<file path="src/rtl/qrr_pkg.sv">
`default_nettype none
package qrr_pkg;

   localparam int COEF_W    = 16;
   localparam int KIND_W    = 2;
   localparam int DISC_W    = 24;
   localparam int ROOT_W    = 32;

   // product, discriminant and scaled magnitude widths
   localparam int PROD_W    = 2 * COEF_W;
   localparam int DISC_RAW_W = PROD_W + 2;
   localparam int SCALE_W   = 40;
   localparam int ROUND_SH  = 16;

   // integer square root of k * 65536
   localparam int SQ_IN_W   = 40;
   localparam int SQ_STEPS  = SQ_IN_W / 2;
   localparam int SQ_ROOT_W = SQ_STEPS;
   localparam int SQ_REM_W  = SQ_ROOT_W + 4;

   // divide by ten as multiply by reciprocal, exact below 2^22
   localparam int DIV10_MUL_W = 20;
   localparam logic [DIV10_MUL_W-1:0] DIV10_MUL = 20'd838861;
   localparam int DIV10_SH  = 23;
   localparam int S_W       = 17;

   // root numerator and divisor
   localparam int SUM_W     = S_W + 1;
   localparam int NUM_W     = S_W + 8;
   localparam int DEN_W     = COEF_W + 1;
   localparam int DV_STEPS  = NUM_W;

   typedef enum logic [KIND_W-1:0] {
      KIND_TWO   = 2'd0,
      KIND_ONE   = 2'd1,
      KIND_NONE  = 2'd2,
      KIND_AZERO = 2'd3
   } kind_type;

   typedef struct packed {
      kind_type                   kind;
      logic signed [DISC_W-1:0]   k;
      logic signed [COEF_W-1:0]   a;
      logic signed [COEF_W-1:0]   b;
   } sq_side_type;

   typedef struct packed {
      kind_type                   kind;
      logic signed [DISC_W-1:0]   k;
      logic                       neg_p;
      logic                       neg_m;
   } dv_side_type;

endpackage
`default_nettype wire

</file>
<file path="src/rtl/qrr_div.sv">
`default_nettype none
module qrr_div (
   input  wire logic                      clock,
   input  wire logic                      adv,
   input  wire logic [qrr_pkg::NUM_W-1:0] num_in,
   input  wire logic [qrr_pkg::DEN_W-1:0] den_in,
   output logic      [qrr_pkg::NUM_W-1:0] quo_out
);
   import qrr_pkg::*;

   logic [NUM_W-1:0] num_ff [DV_STEPS];
   logic [DEN_W-1:0] den_ff [DV_STEPS];
   logic [DEN_W:0]   rem_ff [DV_STEPS];
   logic [NUM_W-1:0] quo_ff [DV_STEPS];

   // restoring division, one quotient bit per stage
   for (genvar i = 0; i < DV_STEPS; i++) begin : g_step
      localparam int P = DV_STEPS - 1 - i;
      logic [NUM_W-1:0] num_cur;
      logic [DEN_W-1:0] den_cur;
      logic [DEN_W:0]   rem_cur;
      logic [NUM_W-1:0] quo_cur;
      logic [DEN_W:0]   rem_sh;
      logic             take;

      if (i == 0) begin : g_first
         assign num_cur = num_in;
         assign den_cur = den_in;
         assign rem_cur = '0;
         assign quo_cur = '0;
      end else begin : g_next
         assign num_cur = num_ff[i-1];
         assign den_cur = den_ff[i-1];
         assign rem_cur = rem_ff[i-1];
         assign quo_cur = quo_ff[i-1];
      end

      assign rem_sh = {rem_cur[DEN_W-1:0], num_cur[P]};
      assign take   = rem_sh >= {1'b0, den_cur};

      always_ff @(posedge clock) begin
         if (adv) begin
            num_ff[i] <= num_cur;
            den_ff[i] <= den_cur;
            rem_ff[i] <= take ? rem_sh - {1'b0, den_cur} : rem_sh;
            quo_ff[i] <= {quo_cur[NUM_W-2:0], take};
         end
      end
   end

   assign quo_out = quo_ff[DV_STEPS-1];

endmodule
`default_nettype wire

</file>
<file path="config.mk">
export PLATFORM = sky130hd
export DESIGN_NAME = qrr_div
export DESIGN_NICKNAME = d
export VERILOG_FILES = /design/src/rtl/qrr_pkg.sv /design/src/rtl/qrr_div.sv
export SDC_FILE = /design/constraint.sdc
export NUM_CORES = 2
export LEC_CHECK = 0
export BUFFER_PORTS_ARGS = -buffer_cell sky130_fd_sc_hd__buf_2
export CAP_MARGIN = 30
export CORE_ASPECT_RATIO = 0.9
export CORE_MARGIN = 4
export CORE_UTILIZATION = 45
export CTS_CLUSTER_DIAMETER = 150
export CTS_CLUSTER_SIZE = 10
export DETAILED_ROUTE_END_ITERATION = 8
export GPL_TIMING_DRIVEN = 0
export PLACE_DENSITY_LB_ADDON = 0.25
export SETUP_SLACK_MARGIN = 0.02
export SYNTH_ARGS = -nofsm -noshare
export SYNTH_HDL_FRONTEND = slang
export SYNTH_SLANG_ARGS = --single-unit
</file>
<file path="constraint.sdc">
create_clock -name clock -period 3.7 [get_ports clock]
set_input_delay 0.555 -clock clock [delete_from_list [all_inputs] [get_ports clock]]
set_output_delay 0.555 -clock clock [all_outputs]
set_load 0.05 [all_outputs]
</file>
==> results.yml <==
status:
  outcome: "complete, no violations"
route:
  dr.first_iter.drc_count: 2898
  avgViaCountPerCell: 5.32
  antenna_left: 0
  routed-via-count: 38693
  first_pass_iters: 5
  drc: 0
  wl_per_cell_um: 17.2
  wl_um: 125000
die:
  coreArea_mm2: 0.149
  fp.dieW_um: 417
  io_pins: 69
  dieArea_mm2: 0.157
  die_y_um: 376
  rows: 134
  initial_core_util: 0.455
worst_setup_path:
  path_cells: "ha_1 > inv_1 > fa_1 > a21o_1 > a21oi_2 > o21ai_0 > a21oi_1 > o31ai_1 > a31oi_2 > o311ai_4 > buf_2 > mux2_2"
  crit_family: "compound AO/OA/AOI/OAI gates"
  crit_path_start_kind: "flip-flop"
  critPathSlowestCell: "edfxtp_1"
  cpPeakStageDelay_ns: 0.46
  cp.arrival_ns: 4.04
  crit_fanout: 10
  worstSetupPathType: "reg2reg"
  crit_buf_inv: 2
  critPathCaptureType: "flip-flop"
  cp.required_ns: 4.20
global_routing:
  grt_first_pass_wirelength_um: 200000
  grt_max_degree: 180
  grt_usage: 0.159
  antenna_found_initial: 3
  gr-total-overflow: 0
  first_global_vias: 37606
sta:
  max_slew_margin: 0.341
  fmax_ghz: 0.283
  period_minus_slack_ns: 3.53
  maxSlewViolCount: 0
  final_hold_viol_count: 0
  timing.hold.ws_ns: 0.0607
  fin_worst_skew_ns: 0.0367
  fin_crit_sh: 0.955
  setup_violations: 0
  max_slew.worst_pin.slew_ns: 0.989
synth:
  avgSynthCellArea_um2: 13.6
  synth.ff_latch_count: 1441
  yosys-top-cells-count: "edfxtp_1, inv_1, ha_1"
  synthFlopType: "edfxtp_1"
  syn_inst: 4978
  seq_area_frac_synth: 0.639
  yosysWarnings: 0
  yosysMostFrequentCell: "edfxtp_1"
  synth_top_area_frac: 0.639
  synth_edf_count: 1441
  ys_types: 84
  synth_async_sr_flop_share: 0
  yosysTopAreaCell: "edfxtp_1"
  synth_area_mm2: 0.0677
  synth_nets: 5455
  synth_area_leaders: "edfxtp_1, ha_1, mux2_2"
power:
  p_total_mw: 62.4
  p_leak_nw: 29.4
  pwr_density_cell_mw_per_mm2: 819
  vdd_drop_max_mv: 0.513
clocking:
  clock_path_buffers: 3
  cts-root-buf: "clkbuf_16"
  clock_latency_ns: 0.76
  cts_tree: "built"
  clkTransAtPathRegs_ns: 0.05
  numCtsBuffers: 162
  htree_levels: 4
  clock_sinks: 1441
finish:
  area_growth_pct: 12.4
  multi_input_area_mm2: 0.0225
  drive_gt1_frac: 0.117
  nNetsFinal: 5760
  fill_cells: 12395
  ff_latch_area_mm2: 0.0433
job:
  cap_violations: 0
min_path:
  hold_class: "in2reg"
placement:
  portBuffers: 68
  gp_congestion: 0.875
  hpwl_um: 86200
-- cell usage in the layout, fill, tap and decap left out, types with 35 or more instances in the layout --
cell and instances:
nor3_1 88, nand2_1 252, a31oi_1 35, o21ai_0 206, nor2_1 258, o21bai_1 35
or3_1 36, clkbuf_16 162, dlygate4sd3_1 39, nand4_1 54, xnor2_1 189, buf_2 70
edfxtp_1 1441, ha_1 409, o21a_1 53, nor2b_1 53, nand3_1 54, xor2_1 92
mux2_2 221, a21oi_1 281, inv_1 534, a21o_1 119
-- power breakdown --
group          leakage [nW]  internal [mW]  switching, mW
registers              14.1           22.7           1.80
logic                  13.2           11.0           12.9
clock network          2.14           7.81           6.09
-- final timing paths --
path                                start                      end  slack (ns)  cells after the start
setup / recovery  den_ff[1][51]$_DFFE_PP_  rem_ff[1][84]$_DFFE_PP_        0.17                     12
hold reg to reg   num_ff[1][38]$_DFFE_PP_  num_ff[1][63]$_DFFE_PP_        0.40                      0
hold / removal                  den_in[1]   den_ff[0][1]$_DFFE_PP_        0.06                      1
setup reg to reg  den_ff[1][51]$_DFFE_PP_  rem_ff[1][84]$_DFFE_PP_        0.17                     12
-- area by class of cell --
class	instances	area share
sequential	1441	0.568
multi-input combinational	2941	0.295
clock buffer	163	0.0533
tap	1972	0.0324
inverter	536	0.0264
timing repair buffer	142	0.0159
clock inverter	16	0.00449
buffer	59	0.00371
antenna	1	0.0000329
-- flip-flops by register name, summed over array words and instances, names as in the netlist --
name    count
rem_ff    408
den_ff    408
quo_ff    325
num_ff    300
-- repair_timing --
action                                  CTS  global route
endpoints found under the hold margin    39             0
setup buffers                            16             9
pin swaps                                13            15
gates resized for setup                  38            42
gates cloned                              1             0
endpoints found under the setup margin  197           222
hold buffers                             39             0
-- through the flow --
stage / util / setup TNS, ns / cells / setup WS (ns) / cell area, um2
floorplan: - / 0 / 4978 / 0.270 / 67700
global placement: 0.474 / - / 7018 / -20.44 / 70600
detailed placement: 0.476 / -31.47 / 7027 / -0.537 / 70800
CTS: 0.510 / 0 / 7262 / 0.0142 / 75900
global route: 0.511 / -0.00542 / 7270 / -0.00331 / 76100
finish: 0.511 / 0 / 7271 / 0.168 / 76100
-- routing by layer --
| metal | GRT usage | up-vias | routed length (um) |
|---|---|---|---|
| li1 | - | 19112 | - |
| met1 | 0.231 | 18476 | 60800 |
| met2 | 0.241 | 841 | 54600 |
| met3 | 0.0291 | 264 | 6330 |
| met4 | 0.0542 | 0 | 3660 |
| met5 | 0 | - | 0 |
-- logic make-up (layout without fill, tap and decap cells) --
| kind of cell | Yosys count | in the layout | synth area share |
|---|---|---|---|
| flops | 1441 | 1441 | 0.639 |
| simple gates | 950 | 950 | 0.0676 |
| fa+ha+maj | 433 | 433 | 0.0825 |
| other cells | 0 | 1 | 0 |
| mux | 249 | 249 | 0.0415 |
| xor+xnor | 281 | 281 | 0.0363 |
| compound gates | 1028 | 1028 | 0.0998 |
| buf+inv | 596 | 916 | 0.0336 |
Power figures use the tool's default switching activity.
