$ cat src/rtl/qrr_pkg.sv
`default_nettype none
package qrr_pkg;

   localparam int COEF_W    = 16;
   localparam int KIND_W    = 2;
   localparam int DISC_W    = 24;
   localparam int ROOT_W    = 32;

   // product, discriminant and scaled magnitude widths
   localparam int PROD_W    = 2 * COEF_W;
   localparam int DISC_RAW_W = PROD_W + 2;
   localparam int SCALE_W   = 40;
   localparam int ROUND_SH  = 16;

   // integer square root of k * 65536
   localparam int SQ_IN_W   = 40;
   localparam int SQ_STEPS  = SQ_IN_W / 2;
   localparam int SQ_ROOT_W = SQ_STEPS;
   localparam int SQ_REM_W  = SQ_ROOT_W + 4;

   // divide by ten as multiply by reciprocal, exact below 2^22
   localparam int DIV10_MUL_W = 20;
   localparam logic [DIV10_MUL_W-1:0] DIV10_MUL = 20'd838861;
   localparam int DIV10_SH  = 23;
   localparam int S_W       = 17;

   // root numerator and divisor
   localparam int SUM_W     = S_W + 1;
   localparam int NUM_W     = S_W + 8;
   localparam int DEN_W     = COEF_W + 1;
   localparam int DV_STEPS  = NUM_W;

   typedef enum logic [KIND_W-1:0] {
      KIND_TWO   = 2'd0,
      KIND_ONE   = 2'd1,
      KIND_NONE  = 2'd2,
      KIND_AZERO = 2'd3
   } kind_type;

   typedef struct packed {
      kind_type                   kind;
      logic signed [DISC_W-1:0]   k;
      logic signed [COEF_W-1:0]   a;
      logic signed [COEF_W-1:0]   b;
   } sq_side_type;

   typedef struct packed {
      kind_type                   kind;
      logic signed [DISC_W-1:0]   k;
      logic                       neg_p;
      logic                       neg_m;
   } dv_side_type;

endpackage
`default_nettype wire

$ cat src/rtl/qrr_isqrt.sv
`default_nettype none
module qrr_isqrt (
   input  wire logic                          clock,
   input  wire logic                          adv,
   input  wire logic [qrr_pkg::SQ_IN_W-1:0]   n_in,
   output logic      [qrr_pkg::SQ_ROOT_W-1:0] root_out
);
   import qrr_pkg::*;

   logic [SQ_IN_W-1:0]   n_ff    [SQ_STEPS];
   logic [SQ_REM_W-1:0]  rem_ff  [SQ_STEPS];
   logic [SQ_ROOT_W-1:0] root_ff [SQ_STEPS];

   // one result bit per stage, most significant pair first
   for (genvar i = 0; i < SQ_STEPS; i++) begin : g_step
      localparam int P = SQ_STEPS - 1 - i;
      logic [SQ_IN_W-1:0]   n_cur;
      logic [SQ_REM_W-1:0]  rem_cur;
      logic [SQ_ROOT_W-1:0] root_cur;
      logic [SQ_REM_W-1:0]  rem_sh;
      logic [SQ_REM_W-1:0]  trial;
      logic                 take;

      if (i == 0) begin : g_first
         assign n_cur    = n_in;
         assign rem_cur  = '0;
         assign root_cur = '0;
      end else begin : g_next
         assign n_cur    = n_ff[i-1];
         assign rem_cur  = rem_ff[i-1];
         assign root_cur = root_ff[i-1];
      end

      assign rem_sh = {rem_cur[SQ_REM_W-3:0], n_cur[2*P+1 -: 2]};
      assign trial  = {2'b00, root_cur, 2'b01};
      assign take   = rem_sh >= trial;

      always_ff @(posedge clock) begin
         if (adv) begin
            n_ff[i]    <= n_cur;
            rem_ff[i]  <= take ? rem_sh - trial : rem_sh;
            root_ff[i] <= {root_cur[SQ_ROOT_W-2:0], take};
         end
      end
   end

   assign root_out = root_ff[SQ_STEPS-1];

endmodule
`default_nettype wire

$ cat config.mk
export PLATFORM = sky130hd
export DESIGN_NAME = qrr_isqrt
export DESIGN_NICKNAME = d
export VERILOG_FILES = /design/src/rtl/qrr_pkg.sv /design/src/rtl/qrr_isqrt.sv
export SDC_FILE = /design/constraint.sdc
export NUM_CORES = 1
export LEC_CHECK = 0
export BUFFER_PORTS_ARGS = -buffer_cell sky130_fd_sc_hd__buf_2
export CORE_ASPECT_RATIO = 2
export CORE_MARGIN = 1.5
export CORE_UTILIZATION = 40
export CTS_BUF_LIST = sky130_fd_sc_hd__clkbuf_2 sky130_fd_sc_hd__clkbuf_4 sky130_fd_sc_hd__clkbuf_8
export DETAILED_ROUTE_END_ITERATION = 12
export PLACE_DENSITY = 0.52
export SKIP_LAST_GASP = 1
export SLEW_MARGIN = 30
export SYNTH_ARGS = -nofsm -noshare
export SYNTH_HDL_FRONTEND = slang
export SYNTH_SLANG_ARGS = --single-unit
$ cat constraint.sdc
create_clock -name clock -period 8.3 [get_ports clock]
set_clock_uncertainty 0.15 [all_clocks]
set_input_delay 0.415 -clock clock [delete_from_list [all_inputs] [get_ports clock]]
set_output_delay 0.415 -clock clock [all_outputs]
set_load 0.1 [all_outputs]
==> flow_metrics.py, run 1 <==
metrics = {
    "worst_setup_path": {
        "critPathTopFamily": "compound AO/OA/AOI/OAI gates",
        "r2r-end": "rem_ff[17][8]",
        "path_cells": "ha_1 -> nor2b_1 -> o21ai_0 -> a21oi_1 -> o41ai_1 -> nand2_1 -> o21ai_2 -> buf_4 -> mux2_2",
        "cp.arrival_ps": 4580,
        "cp-start-kind": "register",
        "worst_ep_required_time_ps": 8740,
        "cpPeakStageDelay_ps": 660,
        "rrSetupSlack_ps": 4150,
        "crit_fanout": 21,
        "critPathBufInv": 1,
        "reg2reg_depth": 9,
        "reg2reg_from": "rem_ff[16][0]",
        "path_class": "reg -> reg",
        "crit_path_end_kind": "register",
        "slowest_stage": "o41ai_1",
    },
    "route": {
        "wire_per_inst_um": 17.9,
        "first_pass_iters": 5,
        "dr.first_iter.drc_count": 1000,
        "routed_wl_um": 92500,
        "antenna_left": 0,
        "drc": 0,
        "routed-via-count": 26100,
        "avgViaCountPerCell": 5.06,
    },
    "final_layout": {
        "design_area_mm2": 0.0501,
        "fillers": 10300,
        "layout.nets": 3853,
        "drive_gt1_share_pct": 10.1,
        "area_delta_synth_final_pct": 12.2,
    },
    "yosys": {
        "synthDistinctLibCells": 82,
        "syn_inst": 3352,
        "synth_seq_cells": 980,
        "synthArstFlopShare_pct": 0,
        "ys_seq_area_share_pct": 65.9,
        "syn_nets": 3625,
        "avgSynthCellArea_um2": 13.3,
        "yosysWarnings": 0,
        "netlist_area_mm2": 0.0447,
        "ys.flop_type": "edfxtp_1",
        "synth_edf_count": 980,
    },
    "sta": {
        "fin_crit_sh_pct": 50.0,
        "rsz0062_at_grt": "false",
        "setup_viol": 0,
        "fin_crit_ps": 4150,
        "tightest_slew_ps": 1140,
        "fin_setup_tns_ps": 0,
        "finalMaxSlewViolations": 0,
        "fin_hold_ws_ps": 127,
        "fmax_mhz": 241,
        "slew_headroom_pct": 23.4,
        "hold_viol_final": 0,
    },
    "power": {
        "combPwrFrac_pct": 16.7,
        "powerDensity_mw_per_mm2": 247,
        "clkPwrFrac_pct": 31.0,
        "total_power_mw": 12.4,
        "internal_power_mw": 9.00,
        "peakVddDrop_v": 0.000175,
        "p_sw_share_pct": 27.4,
        "seqPwrFrac_pct": 52.4,
        "power.leakage_nw": 19.1,
        "power.switching_mw": 3.39,
    },
    "cts": {
        "clk_pin_slew_ps": 70,
        "clkSinkCount": 980,
        "cts-htree-levels": 4,
        "cts_max_path_buffers": 3,
        "cts_tree": "built",
        "numCtsBuffers": 146,
        "cts-root-buf": "clkbuf_8",
        "insertion_delay_ps": 840,
    },
    "global_route": {
        "grt_max_degree": 152,
        "antenna_found_initial": 1,
        "gr-total-overflow": 0,
        "grt_pass1_wl_um": 141000,
        "grt_pass1_vias": 27700,
        "grt_use_total_pct": 16.5,
    },
    "worst_hold_path": {
        "hp-start": "n_in[31]",
        "holdPathEnd": "n_ff[0][31]",
        "min_path_type": "in -> reg",
        "hold_depth": 2,
    },
    "die": {
        "die_w_um": 239,
        "core_mm2": 0.111,
        "fp.dieH_um": 476,
        "num_rows": 173,
        "dieArea_mm2": 0.114,
        "ioPinCount": 62,
        "start_util_pct": 40.3,
    },
    "flow_run": {
        "cap_violations": 0,
    },
    "place": {
        "place_area_mm2": 0.0469,
        "hpwl_um": 67700,
        "place.gp.congestion": 0.904,
        "portBuffers": 61,
    },
    "status": {
        "run_status": "finished, final reports clean",
    },
}
worst max-delay path by stage:
stage | from | depth (start not counted) | slack [ps] | end
2_1_floorplan | rem_ff[11][3] | 9 | 5250 | rem_ff[12][1]
3_3_place_gp | rem_ff[10][7] | 9 | 3790 | rem_ff[11][18]
3_5_place_dp | rem_ff[10][7] | 9 | 4200 | rem_ff[11][21]
4_1_cts | rem_ff[10][7] | 9 | 4180 | rem_ff[11][21]
5_1_grt | root_ff[4][0] | 10 | 3910 | rem_ff[17][18]
6_report | rem_ff[16][0] | 9 | 4150 | rem_ff[17][8]
power by group through the flow:
stage | Clock [mW] | Sequential, mW | Combinational, mW
after floorplan | 0 | 6.51 | 1.46
after global placement | 0 | 6.58 | 2.05
after detailed placement | 0 | 6.60 | 2.08
after CTS | 4.01 | 6.49 | 2.10
after global routing | 4.19 | 6.55 | 2.30
final | 3.84 | 6.49 | 2.07
cell usage in the layout (no fill, tap or decap), types with 13 or more instances in the layout:
cell type      synthesis  routed
xor2_1               158     158
or2_2                 20      20
nor2_1               201     201
clkinv_1               1      33
nand2_1              227     226
or4_1                 17      17
mux2_2                27      27
nor2b_1               31      31
clkbuf_8               0     149
o21ai_0              171     171
buf_2                  7      60
a31oi_1               17      17
a21oi_1              194     194
edfxtp_1             980     980
and2_1                13      13
o31ai_1               14      14
or3_1                 33      33
a21o_1                63      63
nor3_1                88      85
xnor2_1              149     149
and3_1                13      13
nand4_1               33      33
buf_4                  0      15
inv_1                276     276
dlygate4sd3_1          0      45
nand2b_1              56      55
nor4_1                54      54
clkbuf_4               0      42
nand3_1               43      43
ha_1                 231     231
o21a_1                50      50
flip-flops by register name (all words and copies together), names as in the netlist:
signal	count
rem_ff	390
root_ff	210
n_ff	380
layout make-up:
type	count	area [um2]	area share, %
repair buffers	127	990	1.97
clock buffers	191	2370	4.72
flip-flops and latches	980	29400	58.7
well taps	1487	1860	3.71
inverters	278	1040	2.08
clock inverters	56	395	0.789
diodes	1	2.50	0.00499
multi-input cells	2047	14000	28.0
cells in the mapped netlist, types with 8 or more instances:
library cell  count  area, um2
mux2_2           27        304
nor3_1           88        440
o21a_1           50        375
a21o_1           63        473
a211oi_1         10       75.1
a21boi_0          8       60.1
or4_1            17        128
o21ai_0         171        856
nand4_1          33        206
nand2_1         227        852
nand2b_1         56        350
and3_1           13       81.3
or3_1            33        206
nand3_1          43        215
clkbuf_1         38        143
ha_1            231       2890
o31ai_1          14        105
or2_2            20        125
o21bai_1         11       82.6
edfxtp_1        980      29400
inv_1           276       1040
xnor2_1         149       1310
a21oi_1         194        971
xor2_1          158       1380
and2_1           13       81.3
nor2b_1          31        194
o211ai_1          9       67.6
nor2_1          201        754
nand3b_1         11       82.6
nor4_1           54        338
a31oi_1          17        106
stage by stage:
step	setup WS [ps]	cells	utilization (%)
2_1_floorplan	5250	3352	-
3_3_place_gp	3790	4874	42.3
3_5_place_dp	4200	4874	42.3
4_1_cts	4180	5166	45.2
5_1_grt	3910	5167	45.2
6_report	4150	5167	45.2
timing repair:
action                                 4_1_cts  5_1_grt
setup buffers                                0        0
gates resized for setup                      0        0
hold buffers                                45        0
endpoints found under the hold margin      136        0
metal layers:
layer | wire (um) | GRT usage (%)
met5 | 0 | 0
met3 | 2530 | 3.05
met1 | 23000 | 10.2
met4 | 5960 | 10.8
met2 | 61000 | 38.1
worst register-to-register path, delay by kind of cell (launching register included):
kind                       cells  cell delay [ps]
adders and majority gates      1              350
AOI/OAI and AO/OA              4             1880
DFF                            1              390
buffers and inverters          1              370
and+or+nand+nor                2              380
muxes                          1              370
logic make-up after synthesis:
family	Yosys count	share of synthesized area, %
flip-flops	980	65.9
AND/OR/NAND/NOR	878	9.94
AO/OA/AOI/OAI	599	8.13
buffers and inverters	325	2.77
XOR/XNOR	307	6.02
adder cells (fa/ha/maj)	231	6.47
multiplexers	31	0.773
other	1	0.00840
(Power assumes the default switching activity.)
==> run 2: changes to the inputs <==
==> constraint.sdc (replaced) <==
create_clock -name clock -period 4.2 [get_ports clock]
set_clock_uncertainty 0.15 [all_clocks]
set_input_delay 0.21 -clock clock [delete_from_list [all_inputs] [get_ports clock]]
set_output_delay 0.21 -clock clock [all_outputs]
set_load 0.1 [all_outputs]
==> run 2 against run 1 <==
Against the previous run:
- first-iteration DRC count decreased by 12%
- worst setup slack got worse by 3600 ps
- critical path type unchanged
- worst hold slack improved by 110 ps
==> flow_metrics.py, run 2 (synthesis results as in run 1) <==
metrics = {
    "global_route": {
        "grt_use_total_pct": 16.8,
        "grt_pass1_wl_um": 143000,
        "grt_pass1_vias": 28300,
        "gr-total-overflow": 0,
        "grt_max_degree": 98,
        "antenna_found_initial": 2,
    },
    "cts": {
        "cts_setup_buffers": 0,
        "cts_hold_buffers": 82,
        "clkSinkCount": 980,
        "cts_resized": 0,
        "cts-htree-levels": 4,
        "cts_max_path_buffers": 3,
        "cts-root-buf": "clkbuf_8",
        "insertion_delay_ps": 850,
        "numCtsBuffers": 147,
        "clk_pin_slew_ps": 70,
        "cts_tree": "built",
    },
    "sta": {
        "fin_crit_ps": 3670,
        "tightest_slew_ps": 898,
        "fmax_mhz": 272,
        "slew_headroom_pct": 39.6,
        "hold_viol_final": 0,
        "fin_crit_sh_pct": 87.5,
        "fin_hold_ws_ps": 236,
        "setup_viol": 0,
        "finalMaxSlewViolations": 0,
        "setup_ws_ps": 526,
        "rsz0062_at_grt": "false",
        "fin_setup_tns_ps": 0,
    },
    "worst_setup_path": {
        "crit_fanout": 5,
        "endpoint": "rem_ff[6][21]",
        "cp-start-kind": "register",
        "crit_path_end_kind": "register",
        "cp.arrival_ps": 4110,
        "path_class": "reg -> reg",
        "cp-startpoint": "rem_ff[5][0]",
        "worst_ep_required_time_ps": 4630,
        "reg2reg_depth": 10,
        "rrSetupSlack_ps": 530,
        "reg2reg_from": "rem_ff[5][0]",
        "r2r-end": "rem_ff[6][21]",
    },
    "die": {
        "dieArea_mm2": 0.114,
        "core_mm2": 0.111,
        "fp.dieH_um": 476,
        "start_util_pct": 40.3,
        "num_rows": 173,
        "die_w_um": 239,
        "ioPinCount": 62,
    },
    "route": {
        "wire_per_inst_um": 17.8,
        "routed_wl_um": 93300,
        "routed-via-count": 26300,
        "first_pass_iters": 5,
        "avgViaCountPerCell": 5.01,
        "drc": 0,
        "antenna_left": 0,
        "dr.first_iter.drc_count": 882,
    },
    "place": {
        "dp_slack_ps": 544,
        "post-place-cells": 4921,
        "place.gp.congestion": 0.854,
        "portBuffers": 61,
        "hpwl_um": 69300,
    },
    "power": {
        "powerDensity_mw_per_mm2": 486,
        "power.leakage_nw": 19.5,
        "peakVddDrop_v": 0.000288,
    },
    "final_layout": {
        "fin_cells": 5254,
        "mostFrequentLayoutCells": "edfxtp_1, inv_1, ha_1",
        "fin_util_pct": 46.0,
        "reg_top3": "rem_ff x390, n_ff x380, root_ff x210",
        "layout.nets": 3938,
        "area_delta_synth_final_pct": 14.2,
        "top_register": "rem_ff",
        "layout_commonest_cell": "edfxtp_1",
        "drive_gt1_share_pct": 11.0,
        "largest_register_ffs": 390,
    },
    "worst_hold_path": {
        "min_path_type": "reg -> reg",
    },
    "status": {
        "run_status": "finished, final reports clean",
    },
    "flow_run": {
        "cap_violations": 0,
    },
}
run 2: worst max-delay path, cell delays in order, from the launching register on:
cell and delay (ps):
edfxtp_1 390, ha_1 370, nor2b_1 190, o21ai_0 130, a21oi_1 350, o21ai_0 260, a21oi_1 400, nor2_4 70
nor4_1 750, nand3_1 190, xnor2_1 170
run 2: report_power, final:
part | switching (mW) | total, mW | internal [mW] | leakage (nW)
clock network | 3.76 | 7.80 | 4.04 | 1.49
logic | 2.39 | 4.17 | 1.78 | 8.66
registers | 0.628 | 12.8 | 12.2 | 9.39
run 2: per-stage QoR:
stage          power, mW  area [um2]
2_1_floorplan       15.7       44700
4_1_cts             25.2       51000
5_1_grt             26.0       51000
3_5_place_dp        17.2       47300
3_3_place_gp        17.1       47300
6_report            24.8       51000
run 2: worst min-delay path by stage:
stage / startpoint / slack (ps) / cells after the start / to
floorplan: n_in[0] / 160 / 0 / n_ff[0][0]
finish: n_ff[5][14] / 240 / 0 / n_ff[6][14]
detailed placement: n_in[12] / 240 / 1 / n_ff[0][12]
global route: n_ff[4][15] / 230 / 0 / n_ff[5][15]
global placement: n_in[22] / 240 / 1 / n_ff[0][22]
CTS: n_ff[5][14] / 220 / 0 / n_ff[6][14]
run 2: layout make-up:
class                           instances  area (um2)
Tap cell                             1487        1860
Fill cell                           10200       59800
Sequential cell                       980       29400
Clock buffer                          180        2270
Inverter                              278        1040
Timing Repair Buffer                  211        1780
Antenna cell                            2        5.00
Multi-Input combinational cell       2047       14000
Clock inverter                         69         586
run 2: per-layer routing:
metal	wire length (um)	global-route usage (%)	vias to the layer above
met5	0	0	-
met4	6410	12.3	0
met3	2400	2.98	246
met2	61100	38.1	408
met1	23400	10.4	12700
li1	-	-	12900
==> run 3: changes to the inputs <==
--- a/config.mk
+++ b/config.mk
@@ -11,7 +11,7 @@
 export CORE_UTILIZATION = 40
 export CTS_BUF_LIST = sky130_fd_sc_hd__clkbuf_2 sky130_fd_sc_hd__clkbuf_4 sky130_fd_sc_hd__clkbuf_8
 export DETAILED_ROUTE_END_ITERATION = 12
-export PLACE_DENSITY = 0.52
+export PLACE_DENSITY = 0.54
 export SKIP_LAST_GASP = 1
 export SLEW_MARGIN = 30
 export SYNTH_ARGS = -nofsm -noshare
==> constraint.sdc (replaced) <==
create_clock -name clock -period 3 [get_ports clock]
set_clock_uncertainty 0.15 [all_clocks]
set_input_delay 0.15 -clock clock [delete_from_list [all_inputs] [get_ports clock]]
set_output_delay 0.15 -clock clock [all_outputs]
set_load 0.1 [all_outputs]
==> run 3 against run 2 <==
Against the previous run:
- the run now ends with negative setup slack left
- critical path depth grew 4
- first-iteration DRC count grew 5.0%
- critical endpoint is now rem_ff[10][0]
- worst hold slack lost 40 ps
- largest cell class unchanged
==> flow_metrics.py, run 3 (synthesis results as in run 1) <==
metrics = {
    "route": {
        "dr.first_iter.drc_count": 926,
        "antenna_left": 0,
        "routed_wl_um": 101000,
        "routed-via-count": 28400,
        "drc": 0,
        "first_pass_iters": 4,
        "avgViaCountPerCell": 4.96,
        "wire_per_inst_um": 17.7,
    },
    "status": {
        "run_status": "complete, but fails checks",
        "failed_checks": "negative setup slack",
    },
    "global_route": {
        "antenna_found_initial": 2,
        "gr-total-overflow": 0,
        "grt_max_degree": 92,
        "grt_use_total_pct": 17.8,
        "grt_pass1_vias": 30700,
        "grt_pass1_wl_um": 152000,
    },
    "worst_setup_path": {
        "path_class": "reg -> reg",
        "reg2reg_from": "root_ff[2][20]",
        "r2r-end": "rem_ff[10][0]",
        "crit_top_cell": "buf_6",
        "crit_fanout": 5,
        "cpPeakStageDelay_ps": 390,
        "path_cells": "inv_2 -> ha_4 -> nor2b_4 -> o21a_1 -> o21ai_2 -> a21oi_2 -> a211o_1 -> a311o_1 -> nor3_4 -> buf_4 -> buf_6 -> buf_6 -> buf_16 -> xnor2_2",
        "crit_path_end_kind": "register",
        "rrSetupSlack_ps": -160,
        "slowest_stage": "edfxtp_1",
        "cp.arrival_ps": 3600,
        "reg2reg_depth": 14,
        "worst_ep_required_time_ps": 3440,
        "cp-start-kind": "register",
    },
    "worst_hold_path": {
        "min_path_type": "in -> reg",
        "hold_depth": 2,
        "holdPathEnd": "n_ff[12][8]",
        "hp-start": "adv",
    },
    "power": {
        "peakVddDrop_v": 0.000529,
        "p_sw_share_pct": 27.9,
        "powerDensity_mw_per_mm2": 642,
        "power.switching_mw": 10.2,
        "clkPwrFrac_pct": 29.5,
        "internal_power_mw": 26.3,
        "power.leakage_nw": 22.3,
        "seqPwrFrac_pct": 49.2,
        "combPwrFrac_pct": 21.3,
    },
    "final_layout": {
        "layout_commonest_cell": "edfxtp_1",
        "mostFrequentLayoutCells": "edfxtp_1, buf_4, inv_1",
        "fillers": 9694,
        "drive_gt1_share_pct": 27.1,
        "multi_input_area_mm2": 0.0159,
        "fin_cells": 5724,
        "top_register": "rem_ff",
        "largest_register_ffs": 390,
        "area_delta_synth_final_pct": 27.3,
        "fin_util_pct": 51.3,
        "reg_top3": "rem_ff x390, n_ff x380, root_ff x210",
        "seq_area_mm2": 0.0294,
        "layout.nets": 4400,
    },
    "flow_run": {
        "cap_violations": 0,
    },
    "cts": {
        "clk_pin_slew_ps": 60,
        "cts_max_path_buffers": 3,
        "cts-root-buf": "clkbuf_8",
        "cts_tree": "built",
        "clkSinkCount": 980,
        "insertion_delay_ps": 870,
        "cts-htree-levels": 4,
        "numCtsBuffers": 145,
    },
    "sta": {
        "hold_viol_final": 0,
        "fmax_mhz": 317,
        "slew_headroom_pct": 53.6,
        "fin_crit_ps": 3160,
        "setup_viol": 51,
        "fin_crit_sh_pct": 105,
        "rsz0062_at_grt": "true",
        "tightest_slew_ps": 689,
        "finalMaxSlewViolations": 0,
        "setup_ws_ps": -159,
    },
    "place": {
        "place.gp.congestion": 0.876,
        "post-place-cells": 5300,
        "portBuffers": 61,
        "dp_slack_ps": -341,
        "hpwl_um": 72400,
    },
    "die": {
        "core_mm2": 0.111,
        "num_rows": 173,
        "start_util_pct": 40.3,
        "dieArea_mm2": 0.114,
        "ioPinCount": 62,
        "die_w_um": 239,
        "fp.dieH_um": 476,
    },
}
==> run 3: changes by cell type in the layout (fill, tap and decap cells not counted), sizes merged <==
cell	change
clkbuf	+10
clkinv	+4
bufinv	-3
bufbuf	+1
buf	+460
clkinvlp	-1
inv	-1
==> run 3: power by group through the flow <==
stage	registers (mW)	clock network (mW)	logic, mW
CTS	17.9	11.2	7.41
floorplan	18.0	0	4.04
global route	18.1	11.6	8.54
detailed placement	18.2	0	6.80
finish	18.0	10.8	7.79
global placement	18.2	0	6.69
==> run 3: per-stage QoR <==
step	setup TNS (ps)	total power [mW]	hold WS, ps	area [um2]
floorplan	0	22.0	98.9	44700
finish	-3450	36.5	196	56800
detailed placement	-24580	25.0	178	50300
global route	-9780	38.3	139	56800
CTS	-5330	36.5	92.9	55500
global placement	-18200	24.8	177	50300
==> run 3: what timing repair did <==
| item | CTS | global route |
|---|---|---|
| hold buffers | 82 | 0 |
| pin swaps | 76 | 103 |
| cloned | 9 | 4 |
| gates resized for setup | 238 | 220 |
| buffers inserted | 42 | 48 |
| endpoints found under the hold margin | 1003 | 0 |
| endpoints found under the setup margin | 230 | 244 |
==> run 3: final cells by class <==
cell class	instances	share of cell area (%)
Sequential cell	980	51.8
Multi-Input combinational cell	2047	27.9
Timing Repair Buffer	675	10.2
Clock buffer	187	4.09
Tap cell	1487	3.27
Inverter	278	1.86
Clock inverter	68	0.885
Antenna cell	2	0.00881
==> run 3: how the worst max path moves through the flow <==
stage	from	end	slack [ps]	cells after the start
2_1_floorplan	rem_ff[15][0]	rem_ff[16][14]	30	9
3_3_place_gp	rem_ff[8][0]	rem_ff[9][21]	-320	11
3_5_place_dp	rem_ff[8][0]	rem_ff[9][21]	-340	11
4_1_cts	rem_ff[2][8]	rem_ff[3][19]	-190	9
5_1_grt	rem_ff[2][8]	rem_ff[3][19]	-250	9
6_report	root_ff[2][20]	rem_ff[10][0]	-160	14
==> run 3: per-layer routing <==
| layer | vias up | track usage [%] | share of wire (%) |
|---|---|---|---|
| met4 | 0 | 13.5 | 8.0 |
| met2 | 473 | 40.3 | 64 |
| met5 | - | 0 | 0 |
| met3 | 321 | 2.96 | 2.5 |
| li1 | 13900 | - | - |
| met1 | 13700 | 11.0 | 25 |
==> run 3: worst max-delay path, delay by kind of cell, from the launching register on <==
kind | cells | cell delay (ps)
XOR/XNOR | 1 | 60
AND/OR/NAND/NOR | 2 | 340
AO/OA/AOI/OAI | 5 | 1140
buffers and inverters | 5 | 630
flip-flops | 1 | 390
adder cells (fa/ha/maj) | 1 | 200
